<file path="config.mk">
export PLATFORM = sky130hd
export DESIGN_NAME = matrix_multiply_engine_top
export DESIGN_NICKNAME = d
export VERILOG_FILES = /design/src/hdl/mme_pkg.sv /design/src/hdl/mme_ram.sv /design/src/hdl/mme_mac.sv /design/src/hdl/mme_ctrl.sv /design/src/hdl/matrix_multiply_engine_top.sv
export VERILOG_INCLUDE_DIRS = /design/src /design/src/hdl
export SDC_FILE = /design/constraint.sdc
export NUM_CORES = 2
export LEC_CHECK = 0
export BUFFER_PORTS_ARGS = -buffer_cell sky130_fd_sc_hd__buf_2
export CAP_MARGIN = 20
export CORE_MARGIN = 5
export CORE_UTILIZATION = 30
export CTS_CLUSTER_SIZE = 16
export DETAILED_ROUTE_END_ITERATION = 10
export GPL_TIMING_DRIVEN = 0
export HOLD_SLACK_MARGIN = 0.03
export MAX_ROUTING_LAYER = met4
export PLACE_DENSITY = 0.44
export SETUP_SLACK_MARGIN = 0.2
export SKIP_LAST_GASP = 1
export SLEW_MARGIN = 25
export SYNTH_ARGS = -nofsm -noshare
export SYNTH_HDL_FRONTEND = slang
export SYNTH_SLANG_ARGS = --single-unit
export TNS_END_PERCENT = 5
</file>
<file path="constraint.sdc">
create_clock -name aclk -period 7.5 [get_ports aclk]
set_clock_uncertainty 0.1 [all_clocks]
set_input_delay 0.75 -clock aclk [delete_from_list [all_inputs] [get_ports aclk]]
set_output_delay 0.75 -clock aclk [all_outputs]
set_load 0.02 [all_outputs]
</file>
<file path="src/hdl/matrix_multiply_engine_top_defines.svh">
`ifndef MATRIX_MULTIPLY_ENGINE_TOP_DEFINES_SVH
`define MATRIX_MULTIPLY_ENGINE_TOP_DEFINES_SVH

// Checks that a condition holds in the same cycle as its trigger.
`define MME_ASSERT_SAME(label, ante, cons, msg) \
    label: assert property (@(posedge aclk) disable iff (!aresetn) \
        (ante) |-> (cons)) else $error(msg);

// Checks that a condition holds in the cycle after its trigger.
`define MME_ASSERT_NEXT(label, ante, cons, msg) \
    label: assert property (@(posedge aclk) disable iff (!aresetn) \
        (ante) |=> (cons)) else $error(msg);

`endif

</file>
<file path="src/hdl/mme_pkg.sv">
`default_nettype none

package mme_pkg;

    localparam int MAX_DIM    = 8;
    localparam int ELEM_WIDTH = 16;
    localparam int SUM_W      = 35;
    localparam int PROD_W     = 2 * ELEM_WIDTH;
    localparam int IDX_W      = $clog2(MAX_DIM);
    localparam int DIM_W      = $clog2(MAX_DIM + 1);
    localparam int DEPTH      = MAX_DIM * MAX_DIM;
    localparam int ADDR_W     = $clog2(DEPTH);
    localparam int CFG_W      = 4;
    localparam int CFG_IDX_W  = 2;
    localparam int APB_ADDR_W = CFG_IDX_W + 2;
    localparam int APB_DATA_W = 32;
    localparam int OP_W       = 2;
    localparam int VALUE_W    = 16;

    typedef logic signed [ELEM_WIDTH-1:0] elem_t;
    typedef logic signed [PROD_W-1:0]     prod_t;
    typedef logic signed [SUM_W-1:0]      sum_t;
    typedef logic [IDX_W-1:0]             idx_t;
    typedef logic [DIM_W-1:0]             dim_t;
    typedef logic [ADDR_W-1:0]            addr_t;
    typedef logic [CFG_W-1:0]             cfg_t;
    typedef logic [OP_W-1:0]              op_t;
    typedef logic [CFG_IDX_W-1:0]         reg_idx_t;

    localparam op_t OP_LOAD_A   = 2'd0;
    localparam op_t OP_LOAD_B   = 2'd1;
    localparam op_t OP_MULTIPLY = 2'd2;

    localparam reg_idx_t REG_A_ROWS = 2'd0;
    localparam reg_idx_t REG_A_COLS = 2'd1;
    localparam reg_idx_t REG_B_ROWS = 2'd2;
    localparam reg_idx_t REG_B_COLS = 2'd3;

    localparam cfg_t CFG_RESET = 4'd8;

    localparam logic STATUS_OK       = 1'b0;
    localparam logic STATUS_MISMATCH = 1'b1;

    typedef enum logic [1:0] {
        ST_IDLE,
        ST_ISSUE,
        ST_DRAIN,
        ST_MISMATCH
    } state_t;

    typedef struct packed {
        dim_t ar;
        dim_t ac;
        dim_t br;
        dim_t bc;
    } dims_t;

    typedef struct packed {
        logic vld;
        logic first;
        logic last;
    } issue_t;

    typedef struct packed {
        logic done;
        logic busy;
    } mac_stat_t;

    function automatic dim_t eff_dim(input cfg_t r);
        dim_t d;
        if (r == '0) begin
            d = DIM_W'(1);
        end else if (r > CFG_W'(MAX_DIM)) begin
            d = DIM_W'(MAX_DIM);
        end else begin
            d = DIM_W'(r);
        end
        return d;
    endfunction

    function automatic addr_t addr_of(input idx_t r, input idx_t c);
        return ADDR_W'(ADDR_W'(r) * ADDR_W'(MAX_DIM) + ADDR_W'(c));
    endfunction

endpackage

`default_nettype wire

</file>
<file path="src/hdl/mme_ram.sv">
`default_nettype none

module mme_ram #(
    parameter int WIDTH = 16,
    parameter int DEPTH = 64
) (
    input  wire logic                     aclk,
    input  wire logic                     we,
    input  wire logic [$clog2(DEPTH)-1:0] waddr,
    input  wire logic [WIDTH-1:0]         wdata,
    input  wire logic [$clog2(DEPTH)-1:0] raddr,
    output logic      [WIDTH-1:0]         rdata
);

    logic [WIDTH-1:0] mem [DEPTH];

    always_ff @(posedge aclk) begin
        if (we) begin
            mem[waddr] <= wdata;
        end
        rdata <= mem[raddr];
    end

endmodule

`default_nettype wire

</file>
<file path="src/hdl/mme_mac.sv">
`default_nettype none

module mme_mac (
    input  wire logic               aclk,
    input  wire logic               aresetn,
    input  wire mme_pkg::issue_t    issue,
    input  wire mme_pkg::elem_t     a_op,
    input  wire mme_pkg::elem_t     b_op,
    output mme_pkg::sum_t           sum,
    output mme_pkg::mac_stat_t      stat
);

    import mme_pkg::*;

    issue_t s1_reg;
    issue_t s2_reg;
    prod_t  prod_reg;
    prod_t  prod_next;
    sum_t   acc_reg;
    sum_t   acc_next;
    logic   done_reg;

    assign prod_next = a_op * b_op;
    assign acc_next  = (s2_reg.first ? sum_t'(0) : acc_reg) + sum_t'(prod_reg);

    always_ff @(posedge aclk) begin
        if (!aresetn) begin
            s1_reg   <= '0;
            s2_reg   <= '0;
            done_reg <= 1'b0;
            acc_reg  <= '0;
        end else begin
            s1_reg   <= issue;
            s2_reg   <= s1_reg;
            done_reg <= s2_reg.vld && s2_reg.last;
            if (s2_reg.vld) begin
                acc_reg <= acc_next;
            end
        end
    end

    always_ff @(posedge aclk) begin
        if (s1_reg.vld) begin
            prod_reg <= prod_next;
        end
    end

    assign sum       = acc_reg;
    assign stat.done = done_reg;
    assign stat.busy = s1_reg.vld || s2_reg.vld || done_reg;

endmodule

`default_nettype wire

</file>
<file path="src/hdl/mme_ctrl.sv">
`default_nettype none
`include "matrix_multiply_engine_top_defines.svh"

module mme_ctrl (
    input  wire logic                  aclk,
    input  wire logic                  aresetn,
    input  wire mme_pkg::dims_t        dims,
    input  wire logic                  s_valid,
    input  wire mme_pkg::op_t          s_op,
    output logic                       s_ready,
    output mme_pkg::issue_t            issue,
    output mme_pkg::addr_t             a_addr,
    output mme_pkg::addr_t             b_addr,
    input  wire mme_pkg::mac_stat_t    mac_stat,
    input  wire mme_pkg::sum_t         mac_sum,
    output logic                       m_valid,
    input  wire logic                  m_ready,
    output mme_pkg::sum_t              m_sum,
    output mme_pkg::idx_t              m_out_row,
    output mme_pkg::idx_t              m_out_col,
    output logic                       m_status,
    output logic                       m_last
);

    import mme_pkg::*;

    state_t state_reg, state_next;
    idx_t   i_reg, i_next;
    idx_t   j_reg, j_next;
    idx_t   n_reg, n_next;
    logic   sum_rdy_reg, sum_rdy_next;
    logic   m_valid_reg, m_valid_next;
    sum_t   m_sum_reg, out_sum_next;
    idx_t   m_row_reg, out_row_next;
    idx_t   m_col_reg, out_col_next;
    logic   m_status_reg, out_status_next;
    logic   m_last_reg, out_last_next;
    logic   out_load;
    logic   out_free;
    logic   row_end;
    logic   col_end;
    logic   term_end;

    assign out_free = !m_valid_reg || m_ready;
    assign row_end  = DIM_W'(i_reg) == dims.ar - DIM_W'(1);
    assign col_end  = DIM_W'(j_reg) == dims.bc - DIM_W'(1);
    assign term_end = DIM_W'(n_reg) == dims.ac - DIM_W'(1);

    always_comb begin
        state_next      = state_reg;
        i_next          = i_reg;
        j_next          = j_reg;
        n_next          = n_reg;
        issue           = '0;
        out_load        = 1'b0;
        out_sum_next    = mac_sum;
        out_row_next    = i_reg;
        out_col_next    = j_reg;
        out_status_next = STATUS_OK;
        out_last_next   = row_end && col_end;
        case (state_reg)
            ST_IDLE: begin
                if (s_valid && s_op == OP_MULTIPLY) begin
                    if (dims.ac != dims.br) begin
                        state_next = ST_MISMATCH;
                    end else begin
                        i_next     = '0;
                        j_next     = '0;
                        n_next     = '0;
                        state_next = ST_ISSUE;
                    end
                end
            end
            ST_ISSUE: begin
                issue.vld   = 1'b1;
                issue.first = n_reg == '0;
                issue.last  = term_end;
                if (term_end) begin
                    n_next     = '0;
                    state_next = ST_DRAIN;
                end else begin
                    n_next = n_reg + IDX_W'(1);
                end
            end
            ST_DRAIN: begin
                if ((sum_rdy_reg || mac_stat.done) && out_free) begin
                    out_load = 1'b1;
                    if (row_end && col_end) begin
                        state_next = ST_IDLE;
                    end else begin
                        if (col_end) begin
                            j_next = '0;
                            i_next = i_reg + IDX_W'(1);
                        end else begin
                            j_next = j_reg + IDX_W'(1);
                        end
                        state_next = ST_ISSUE;
                    end
                end
            end
            ST_MISMATCH: begin
                out_sum_next    = '0;
                out_row_next    = '0;
                out_col_next    = '0;
                out_status_next = STATUS_MISMATCH;
                out_last_next   = 1'b1;
                if (out_free) begin
                    out_load   = 1'b1;
                    state_next = ST_IDLE;
                end
            end
            default: begin
                state_next = ST_IDLE;
            end
        endcase
        sum_rdy_next = (sum_rdy_reg || mac_stat.done) && !out_load;
        m_valid_next = out_load || (m_valid_reg && !m_ready);
    end

    always_ff @(posedge aclk) begin
        if (!aresetn) begin
            state_reg   <= ST_IDLE;
            i_reg       <= '0;
            j_reg       <= '0;
            n_reg       <= '0;
            sum_rdy_reg <= 1'b0;
            m_valid_reg <= 1'b0;
        end else begin
            state_reg   <= state_next;
            i_reg       <= i_next;
            j_reg       <= j_next;
            n_reg       <= n_next;
            sum_rdy_reg <= sum_rdy_next;
            m_valid_reg <= m_valid_next;
        end
    end

    always_ff @(posedge aclk) begin
        if (out_load) begin
            m_sum_reg    <= out_sum_next;
            m_row_reg    <= out_row_next;
            m_col_reg    <= out_col_next;
            m_status_reg <= out_status_next;
            m_last_reg   <= out_last_next;
        end
    end

    assign s_ready   = state_reg == ST_IDLE;
    assign a_addr    = addr_of(i_reg, n_reg);
    assign b_addr    = addr_of(n_reg, j_reg);
    assign m_valid   = m_valid_reg;
    assign m_sum     = m_sum_reg;
    assign m_out_row = m_row_reg;
    assign m_out_col = m_col_reg;
    assign m_status  = m_status_reg;
    assign m_last    = m_last_reg;

    `MME_ASSERT_SAME(a_load_free, out_load, !m_valid_reg || m_ready, "result overwritten")
    `MME_ASSERT_SAME(a_done_drain, mac_stat.done, state_reg == ST_DRAIN, "sum done out of drain")
    `MME_ASSERT_SAME(a_idle_quiet, state_reg == ST_IDLE, !mac_stat.busy, "datapath busy in idle")
    `MME_ASSERT_SAME(a_mismatch_form, m_valid_reg && m_status_reg, m_last_reg && (m_sum_reg == '0), "bad mismatch item")
    `MME_ASSERT_NEXT(a_last_idle, out_load && out_last_next, state_reg == ST_IDLE, "no idle after last")

endmodule

`default_nettype wire

</file>
<file path="src/hdl/matrix_multiply_engine_top.sv">
// Matrix multiply engine for up to 8 x 8 matrices of signed Q8.8 elements.
// Input channel (s_valid/s_ready): op 0 loads an element of A, op 1 loads an
// element of B at (s_row, s_col), op 2 multiplies. Loads outside the configured
// dimensions are dropped. A load is taken every cycle while the engine is idle.
// Result channel (m_valid/m_ready): a multiply sends C = A x B in row-major
// order as exact Q19.16 sums, m_last marking the final item. If the columns of
// A differ from the rows of B, a single item with m_status set is sent.
// Each element of C is formed by one multiplier and one accumulator over the
// inner dimension: the sequencer issues the terms of one element, then waits
// in its drain state until that sum is loaded into the output register, and
// only then starts the next element. s_ready stays low during a multiply.
// The last result sits in an output register, so the next command is taken
// while it waits. A stalled m_ready holds the item and pauses the sequencer.
// The APB port holds the four dimension registers at byte addresses 0, 4, 8
// and 12; write them only while no multiply is in progress.
// Synchronous reset clears both matrices to zero and sets all dimensions to 8.
`default_nettype none

module matrix_multiply_engine_top (
    input  wire logic                                  aclk,
    input  wire logic                                  aresetn,
    input  wire logic                                  psel,
    input  wire logic                                  penable,
    input  wire logic                                  pwrite,
    input  wire logic [mme_pkg::APB_ADDR_W-1:0]        paddr,
    input  wire logic [mme_pkg::APB_DATA_W-1:0]        pwdata,
    output logic      [mme_pkg::APB_DATA_W-1:0]        prdata,
    output logic                                       pready,
    input  wire logic                                  s_valid,
    output logic                                       s_ready,
    input  wire logic [mme_pkg::OP_W-1:0]              s_op,
    input  wire logic [mme_pkg::IDX_W-1:0]             s_row,
    input  wire logic [mme_pkg::IDX_W-1:0]             s_col,
    input  wire logic signed [mme_pkg::VALUE_W-1:0]    s_value,
    output logic                                       m_valid,
    input  wire logic                                  m_ready,
    output logic signed [mme_pkg::SUM_W-1:0]           m_sum,
    output logic      [mme_pkg::IDX_W-1:0]             m_out_row,
    output logic      [mme_pkg::IDX_W-1:0]             m_out_col,
    output logic                                       m_status,
    output logic                                       m_last
);

    import mme_pkg::*;

    cfg_t              a_rows_reg, a_cols_reg, b_rows_reg, b_cols_reg;
    cfg_t              rd_reg;
    reg_idx_t          cfg_idx;
    logic              cfg_we;
    dims_t             dims;
    logic              accept;
    logic              a_we, b_we;
    addr_t             waddr;
    elem_t             wdata;
    logic [DEPTH-1:0]  a_vld_reg, b_vld_reg;
    logic              a_hit_reg, b_hit_reg;
    addr_t             a_addr, b_addr;
    logic [ELEM_WIDTH-1:0] a_q, b_q;
    elem_t             a_op, b_op;
    issue_t            issue;
    mac_stat_t         mac_stat;
    sum_t              mac_sum;

    assign pready  = 1'b1;
    assign cfg_idx = paddr[APB_ADDR_W-1:2];
    assign cfg_we  = psel && penable && pwrite && pready;

    always_ff @(posedge aclk) begin
        if (!aresetn) begin
            a_rows_reg <= CFG_RESET;
            a_cols_reg <= CFG_RESET;
            b_rows_reg <= CFG_RESET;
            b_cols_reg <= CFG_RESET;
        end else if (cfg_we) begin
            case (cfg_idx)
                REG_A_ROWS: a_rows_reg <= pwdata[CFG_W-1:0];
                REG_A_COLS: a_cols_reg <= pwdata[CFG_W-1:0];
                REG_B_ROWS: b_rows_reg <= pwdata[CFG_W-1:0];
                REG_B_COLS: b_cols_reg <= pwdata[CFG_W-1:0];
                default: ;
            endcase
        end
    end

    always_comb begin
        case (cfg_idx)
            REG_A_ROWS: rd_reg = a_rows_reg;
            REG_A_COLS: rd_reg = a_cols_reg;
            REG_B_ROWS: rd_reg = b_rows_reg;
            REG_B_COLS: rd_reg = b_cols_reg;
            default:    rd_reg = '0;
        endcase
    end

    assign prdata = {{(APB_DATA_W - CFG_W){1'b0}}, rd_reg};

    assign dims.ar = eff_dim(a_rows_reg);
    assign dims.ac = eff_dim(a_cols_reg);
    assign dims.br = eff_dim(b_rows_reg);
    assign dims.bc = eff_dim(b_cols_reg);

    assign accept = s_valid && s_ready;
    assign waddr  = addr_of(s_row, s_col);
    assign wdata  = elem_t'(s_value);
    assign a_we   = accept && s_op == OP_LOAD_A
                    && DIM_W'(s_row) < dims.ar && DIM_W'(s_col) < dims.ac;
    assign b_we   = accept && s_op == OP_LOAD_B
                    && DIM_W'(s_row) < dims.br && DIM_W'(s_col) < dims.bc;

    always_ff @(posedge aclk) begin
        if (!aresetn) begin
            a_vld_reg <= '0;
            b_vld_reg <= '0;
        end else begin
            if (a_we) begin
                a_vld_reg[waddr] <= 1'b1;
            end
            if (b_we) begin
                b_vld_reg[waddr] <= 1'b1;
            end
        end
    end

    always_ff @(posedge aclk) begin
        a_hit_reg <= a_vld_reg[a_addr];
        b_hit_reg <= b_vld_reg[b_addr];
    end

    mme_ram #(
        .WIDTH (ELEM_WIDTH),
        .DEPTH (DEPTH)
    ) u_a_ram (
        .aclk  (aclk),
        .we    (a_we),
        .waddr (waddr),
        .wdata (wdata),
        .raddr (a_addr),
        .rdata (a_q)
    );

    mme_ram #(
        .WIDTH (ELEM_WIDTH),
        .DEPTH (DEPTH)
    ) u_b_ram (
        .aclk  (aclk),
        .we    (b_we),
        .waddr (waddr),
        .wdata (wdata),
        .raddr (b_addr),
        .rdata (b_q)
    );

    assign a_op = a_hit_reg ? elem_t'(a_q) : elem_t'(0);
    assign b_op = b_hit_reg ? elem_t'(b_q) : elem_t'(0);

    mme_mac u_mac (
        .aclk    (aclk),
        .aresetn (aresetn),
        .issue   (issue),
        .a_op    (a_op),
        .b_op    (b_op),
        .sum     (mac_sum),
        .stat    (mac_stat)
    );

    mme_ctrl u_ctrl (
        .aclk      (aclk),
        .aresetn   (aresetn),
        .dims      (dims),
        .s_valid   (s_valid),
        .s_op      (s_op),
        .s_ready   (s_ready),
        .issue     (issue),
        .a_addr    (a_addr),
        .b_addr    (b_addr),
        .mac_stat  (mac_stat),
        .mac_sum   (mac_sum),
        .m_valid   (m_valid),
        .m_ready   (m_ready),
        .m_sum     (m_sum),
        .m_out_row (m_out_row),
        .m_out_col (m_out_col),
        .m_status  (m_status),
        .m_last    (m_last)
    );

endmodule

`default_nettype wire

</file>
After elaboration in Yosys (flattened, before gate mapping)

Memory sizes are Yosys's and may differ from the RTL's. A register that Yosys moved wholly into a read port is not among the register bits.
Index checks and enable logic that the tools add are counted.

Register bits after elaboration: 276
Bits in writable memories: 2048
Bits of input ports: 67
Output and inout port bits: 78
Logic and storage cells: 161
Memories kept: 2

$add $sub $neg: 10
$mul: 1
Magnitude comparators: 12
Equal/unequal tests: 19
Muxes and demuxes: 46
Bitwise logic cells: 2
Reductions and logical operators: 41

Memory list:

| memory      | depth | bits a word | rd ports | clocked after Yosys merged registers in | write ports | RTL line      | source |
|---|---|---|---|---|---|---|---|
| u_a_ram.mem | 64    | 16          | 1        | 1                                       | 1           | mme_ram.sv:15 | `logic [WIDTH-1:0] mem [DEPTH];` |
| u_b_ram.mem | 64    | 16          | 1        | 1                                       | 1           | mme_ram.sv:15 |  |

Operator list:

| kind                  | count |
|---|---|
| $or A64 B64 Y64       | 2 |
| $add A35 B32 Y35      | 1 |
| $mux W35              | 1 |
| $mul A16 B16 Y32      | 1 |
| $mux W16              | 2 |
| $mux W4               | 8 |
| $mux W3               | 10 |
| $lt A6 B7 Y1 const B  | 3 |
| $add A6 B3 Y6         | 3 |
| $pmux W3 S2           | 3 |
| $gt A4 B4 Y1 const B  | 4 |
| $logic_and A1 B1 Y1   | 16 |
| $logic_not A4 Y1      | 4 |
| $lt A3 B4 Y1          | 4 |
| $pmux W4 S4           | 1 |
| $bmux W1 S6           | 2 |
| $eq A3 B4 Y1          | 3 |
| $sub A4 B1 Y4 const B | 3 |
| $mux W1               | 11 |
| $eq A2 B2 Y1 const B  | 5 |
| $mux W2               | 5 |
| $ne A2 B1 Y1 const B  | 5 |
| $reduce_and A2 Y1     | 5 |
| $add A3 B1 Y3 const B | 3 |
| other kinds (16)      | 26 |

Depth between registers and ports, before layout

Depth after elaboration: 9
Gate-level depth with buffers: 26
Mapped depth without buffers: 24

Modules after synthesis

From an unflattened synthesis, not the netlist that was laid out.

Cells, all modules: 6184
Area, all modules: 103903.4 um2

Modules (own cells, without submodules):

| module                     | times used | cells each | area each (um2) | seq. area each (um2) |
|---|---|---|---|---|
| mme_ram                    | 2          | 1829       | 40042.2         | 31069.8 |
| mme_mac                    | 1          | 1524       | 14259.9         | 1801.7 |
| matrix_multiply_engine_top | 1          | 781        | 6914.1          | 2922.8 |
| mme_ctrl                   | 1          | 221        | 2645.0          | 1551.5 |

Worst setup path before layout

Ideal clock, no wire load.

Kind: reg2reg
Start: register a_hit_reg
End: register u_mac.prod_reg[31], data pin
Setup time: 260 ps
Arrival time: 6182 ps
Required time: 7140 ps
Setup slack: 958 ps
Stages on the path, launching flop included: 25
Buffers on the path: 2
Period minus slack after synthesis: 6542 ps
Cell sequence: dfxtp_1 -> clkbuf_1 -> buf_1 -> nand2_1 -> nor2_1 -> fa_1 -> inv_1 -> fa_1 -> fa_1 -> inv_1 -> fa_1 -> fa_1 -> inv_1 -> fa_1 -> inv_1 -> ha_1 -> and3_1 -> a221o_1 -> o21ai_0 -> a22oi_1 -> a211oi_2 -> o21ai_1 -> a21o_1 -> a21oi_1 -> xnor2_1

Cells in the longest elaborated chain, start to end: 2

RTL lines:

| element                 | RTL line                          | source |
|---|---|---|
| start, declared         | matrix_multiply_engine_top.sv:56  | `logic a_hit_reg, b_hit_reg;` |
| start signal, assigned  | matrix_multiply_engine_top.sv:125 | `a_hit_reg <= a_vld_reg[a_addr];` |
| $mux W16                | matrix_multiply_engine_top.sv:153 | `assign a_op = a_hit_reg ? elem_t'(a_q) : elem_t'(0);` |
| $mul A16 B16 Y32        | mme_mac.sv:23                     | `assign prod_next = a_op * b_op;` |
| via u_mac.prod_next[31] | mme_mac.sv:18                     | `prod_t prod_next;` |
| end signal, assigned    | mme_mac.sv:44                     | `prod_reg <= prod_next;` |
| end, declared           | mme_mac.sv:17                     | `prod_t prod_reg;` |

The timed path passes the listed nets, and every way through them passes these cells.
A chain may end at the register's enable or synchronous reset.

Worst setup path after layout

Start: register b_hit_reg
End: register u_mac.prod_reg[30], data pin

Cells in the longest elaborated chain, start to end: 2

RTL lines:

| element                 | RTL line                          | source |
|---|---|---|
| start, declared         | matrix_multiply_engine_top.sv:56  |  |
| start signal, assigned  | matrix_multiply_engine_top.sv:126 | `b_hit_reg <= b_vld_reg[b_addr];` |
| $mux W16                | matrix_multiply_engine_top.sv:154 | `assign b_op = b_hit_reg ? elem_t'(b_q) : elem_t'(0);` |
| $mul A16 B16 Y32        | mme_mac.sv:23                     |  |
| via u_mac.prod_next[30] | mme_mac.sv:18                     |  |

The timed path passes the listed nets, and every way through them passes these cells.

==> reports/results.tsv <==
metric	value	unit
PwrDens	275	nW/um^2
Critical Path Source	b_hit_reg$_DFF_P_	
Sw Pwr	8.58	mW
Final Hold Vio Count	0	
Num CTS Buffers	267	
combinational share of power	15.9	%
initial antenna violation count	55	
hold path endpoint	b_cols_reg[2]$_SDFFE_PN0P_	
final worst path period share	95.0	%
commonest cells in the netlist	2123 x edfxtp_1, 718 x mux4_2, 423 x nor2_1, 332 x inv_1, 263 x fa_1	
top_reg_cell synth	edfxtp_1	
Initial Util	30.1	%
WHS	0.111	ns
Critical Path End Type	register	
critical hold path startpoint	pwdata[2]	
RR Endpoint	u_mac.prod_reg[30]$_DFFE_PP_	
DRC viols	0	
Min-Delay Path Depth	3	
PortBufs	82	
Final ANT Viol Nets	0	
minimum clock period	7.13	ns
CTS Sinks	2356	
dpl hpwl	213000	um
Leak	38.4	nW
post-synthesis sequential area ratio	67.6	%
Yosys reg bits	2356	
clock network fraction of total power	39.2	%
largest net degree at the start of global routing	85	
Hold Path Class	input port to register	
Regs by FF count	u_a_ram.mem x1024, u_b_ram.mem x1024	
Place WS	-0.667	ns
met1 Resource Use GR	24.6	%
worst-margin pin slew	1.10	ns
Nets	6296	
slew margin rel.	26.8	%
setup_tns	0	ns
Slew Limit Fails	0	
Mapped Cells	5399	
Core Util, Final	35.2	%
first-pass GRT wire length	429000	um
CTS tree	done	
most area-hungry cell type in the Yosys netlist	edfxtp_1	
Synth cell types	77	
Post-synth ARST share	0	%
Fillers	31700	
WL per Instance	28.8	um
Avg Cell Area, Syn	18.8	um^2
share of cells above drive strength 1	26.2	%
gr ovfl total	0	
# rows	213	
total power	32.6	mW
main area contributors after synthesis	edfxtp_1 63%, mux4_2 16%, fa_1 5.2%, dfxtp_1 4.6%, ha_1 1.6%	
status	completed	
I/O pin total	145	
Reg clk slew, reported paths	0.06	ns
WP data arrival	7.65	ns
Reg2Reg Launch Point	b_hit_reg$_DFF_P_	
CP startpoint kind	register	
setup ws final	0.372	ns
die area	349000	um^2
met3 Track Usage GR	2.78	%
Crit Path Class	register to register	
Total Routing Usage GR	17.8	%
Worst VDD drop	172	uV
sequential share of power	45.0	%
Finish-stage setup viols	0	
Total Wirelength	304000	um
busiest grt layer	met2	
top cell type's share of synthesized area	63.0	%
die width	591	um
Core ar.	336000	um^2
H-tree depth	5	
worst r2r path cells	24	
CTS Root Buffer Type	clkbuf_16	
Power Internal	24.0	mW
cell area after synthesis	101000	um^2
vias per inst	4.89	
via count	51700	
sw frac	26.3	%
die extent in y	591	um
Synth-to-Final Area Change	17.0	%
most common cell in the netlist	edfxtp_1	
worst path required time	8.02	ns
initial drt markers	4686	
Clock Path Buffers	4	
RSZ-0062 raised after global routing	true	
worst skew pair latency	0.88	ns
Crit Path Max Fanout	10	
R2R Setup Slk	0.37	ns
Ys Warns	0	
fmax	140	MHz
MaxCap Viol Count	0	
number of global-route vias before repair	54100	
met2 Use GR	27.6	%
drt pass-1 iters	5	
routability cong.	0.872	
Post-synth EDFFs	2123	
## through the flow
stage | cells | cell area (um^2)
5_1_grt | 10600 | 118000
4_1_cts | 10600 | 118000
3_5_place_dp | 10100 | 110000
2_1_floorplan | 5426 | 101000
3_3_place_gp | 10000 | 107000
6_report | 10600 | 118000
## timing repair
item	CTS	global route
hold buffers	2	0
buffers inserted	2	2
pin swaps	2	3
gates resized for setup	37	68
setup endpoints to repair	12	7
endpoints found under the hold margin	5	0
## worst max-delay path, stage by stage (launching register included)
cell	delay (ns)
dfxtp_2	0.37
clkbuf_4	0.21
nand2_1	0.27
clkbuf_4	0.30
nor2_1	0.08
fa_1	0.57
inv_1	0.06
fa_1	0.50
fa_1	0.52
inv_1	0.05
fa_1	0.48
fa_1	0.57
inv_1	0.06
fa_1	0.47
inv_1	0.04
ha_1	0.35
and2_1	0.21
a41o_1	0.25
a32oi_1	0.31
o31ai_4	0.16
o21ai_0	0.34
a31oi_1	0.18
o21a_1	0.20
nor2_1	0.11
xnor2_1	0.08
## routing by layer
metal | part of all wire [%] | up-vias | wire length, um
li1 | - | 21900 | -
met1 | 45 | 28000 | 138000
met2 | 47 | 1382 | 143000
met3 | 5.1 | 386 | 15700
met4 | 2.7 | 0 | 8130
met5 | 0 | - | 0
## how the worst max path moves through the flow
stage                                   endpoint  slack [ns]
finish              u_mac.prod_reg[30]$_DFFE_PP_        0.37
global route        u_mac.prod_reg[29]$_DFFE_PP_        0.16
CTS                 u_mac.prod_reg[31]$_DFFE_PP_        0.21
detailed placement  u_mac.prod_reg[31]$_DFFE_PP_       -0.67
global placement    u_mac.prod_reg[30]$_DFFE_PP_       -0.65
floorplan           u_mac.prod_reg[31]$_DFFE_PP_        0.96
## logic make-up (layout without fill, tap and decap cells)
family          count (synthesis)  after routing  synth area share, %
flops                        2356           2356                 67.6
other cells                     2             51              0.00742
mux                           751            751                 16.3
simple gates                  890            890                 3.97
compound gates                310            310                 2.18
fa+ha+maj                     394            394                 6.82
buf+inv                       627           1244                 2.55
xor+xnor                       69             69                0.597
## cell type report
type                    count  area, um^2  area share, %
inverters                 333        1250           1.06
repair buffers            140        1740           1.47
flip-flops and latches   2356       68400           57.8
well taps                4515        5650           4.77
diodes                     22        55.1         0.0465
multi-input cells        2443       31400           26.5
plain buffers             294        1470           1.24
clock inverters           126        1100          0.931
clock buffers             351        7360           6.21
## power groups by stage
| stage | Sequential, mW | Combinational, mW | Clock (mW) |
|---|---|---|---|
| global placement | 15.0 | 5.15 | 0 |
| finish | 14.7 | 5.17 | 12.8 |
| CTS | 14.7 | 5.28 | 13.1 |
| floorplan | 14.8 | 3.01 | 0 |
| detailed placement | 14.9 | 5.27 | 0 |
| global route | 14.7 | 5.43 | 13.6 |
## layout by cell type (no fill, tap or decap), types with 18 or more instances in the layout
cell	count
buf_4	41
diode_2	22
a21o_1	28
xor2_1	19
buf_1	18
edfxtp_1	2123
buf_16	31
conb_1	29
clkinv_2	34
and2_1	72
nor2_1	293
clkbuf_2	38
o21a_1	101
clkbuf_1	171
clkinv_1	49
nor2_4	121
inv_1	332
nand3_1	46
ha_1	130
mux2i_1	33
nor2b_1	43
nand2_1	173
fa_1	262
dfxtp_1	229
a21oi_1	64
or3_1	21
mux4_2	718
o21ai_0	27
buf_2	134
clkbuf_8	21
nand2b_1	18
buf_6	23
clkbuf_16	274
xnor2_1	50
(Power assumes the default switching activity.)
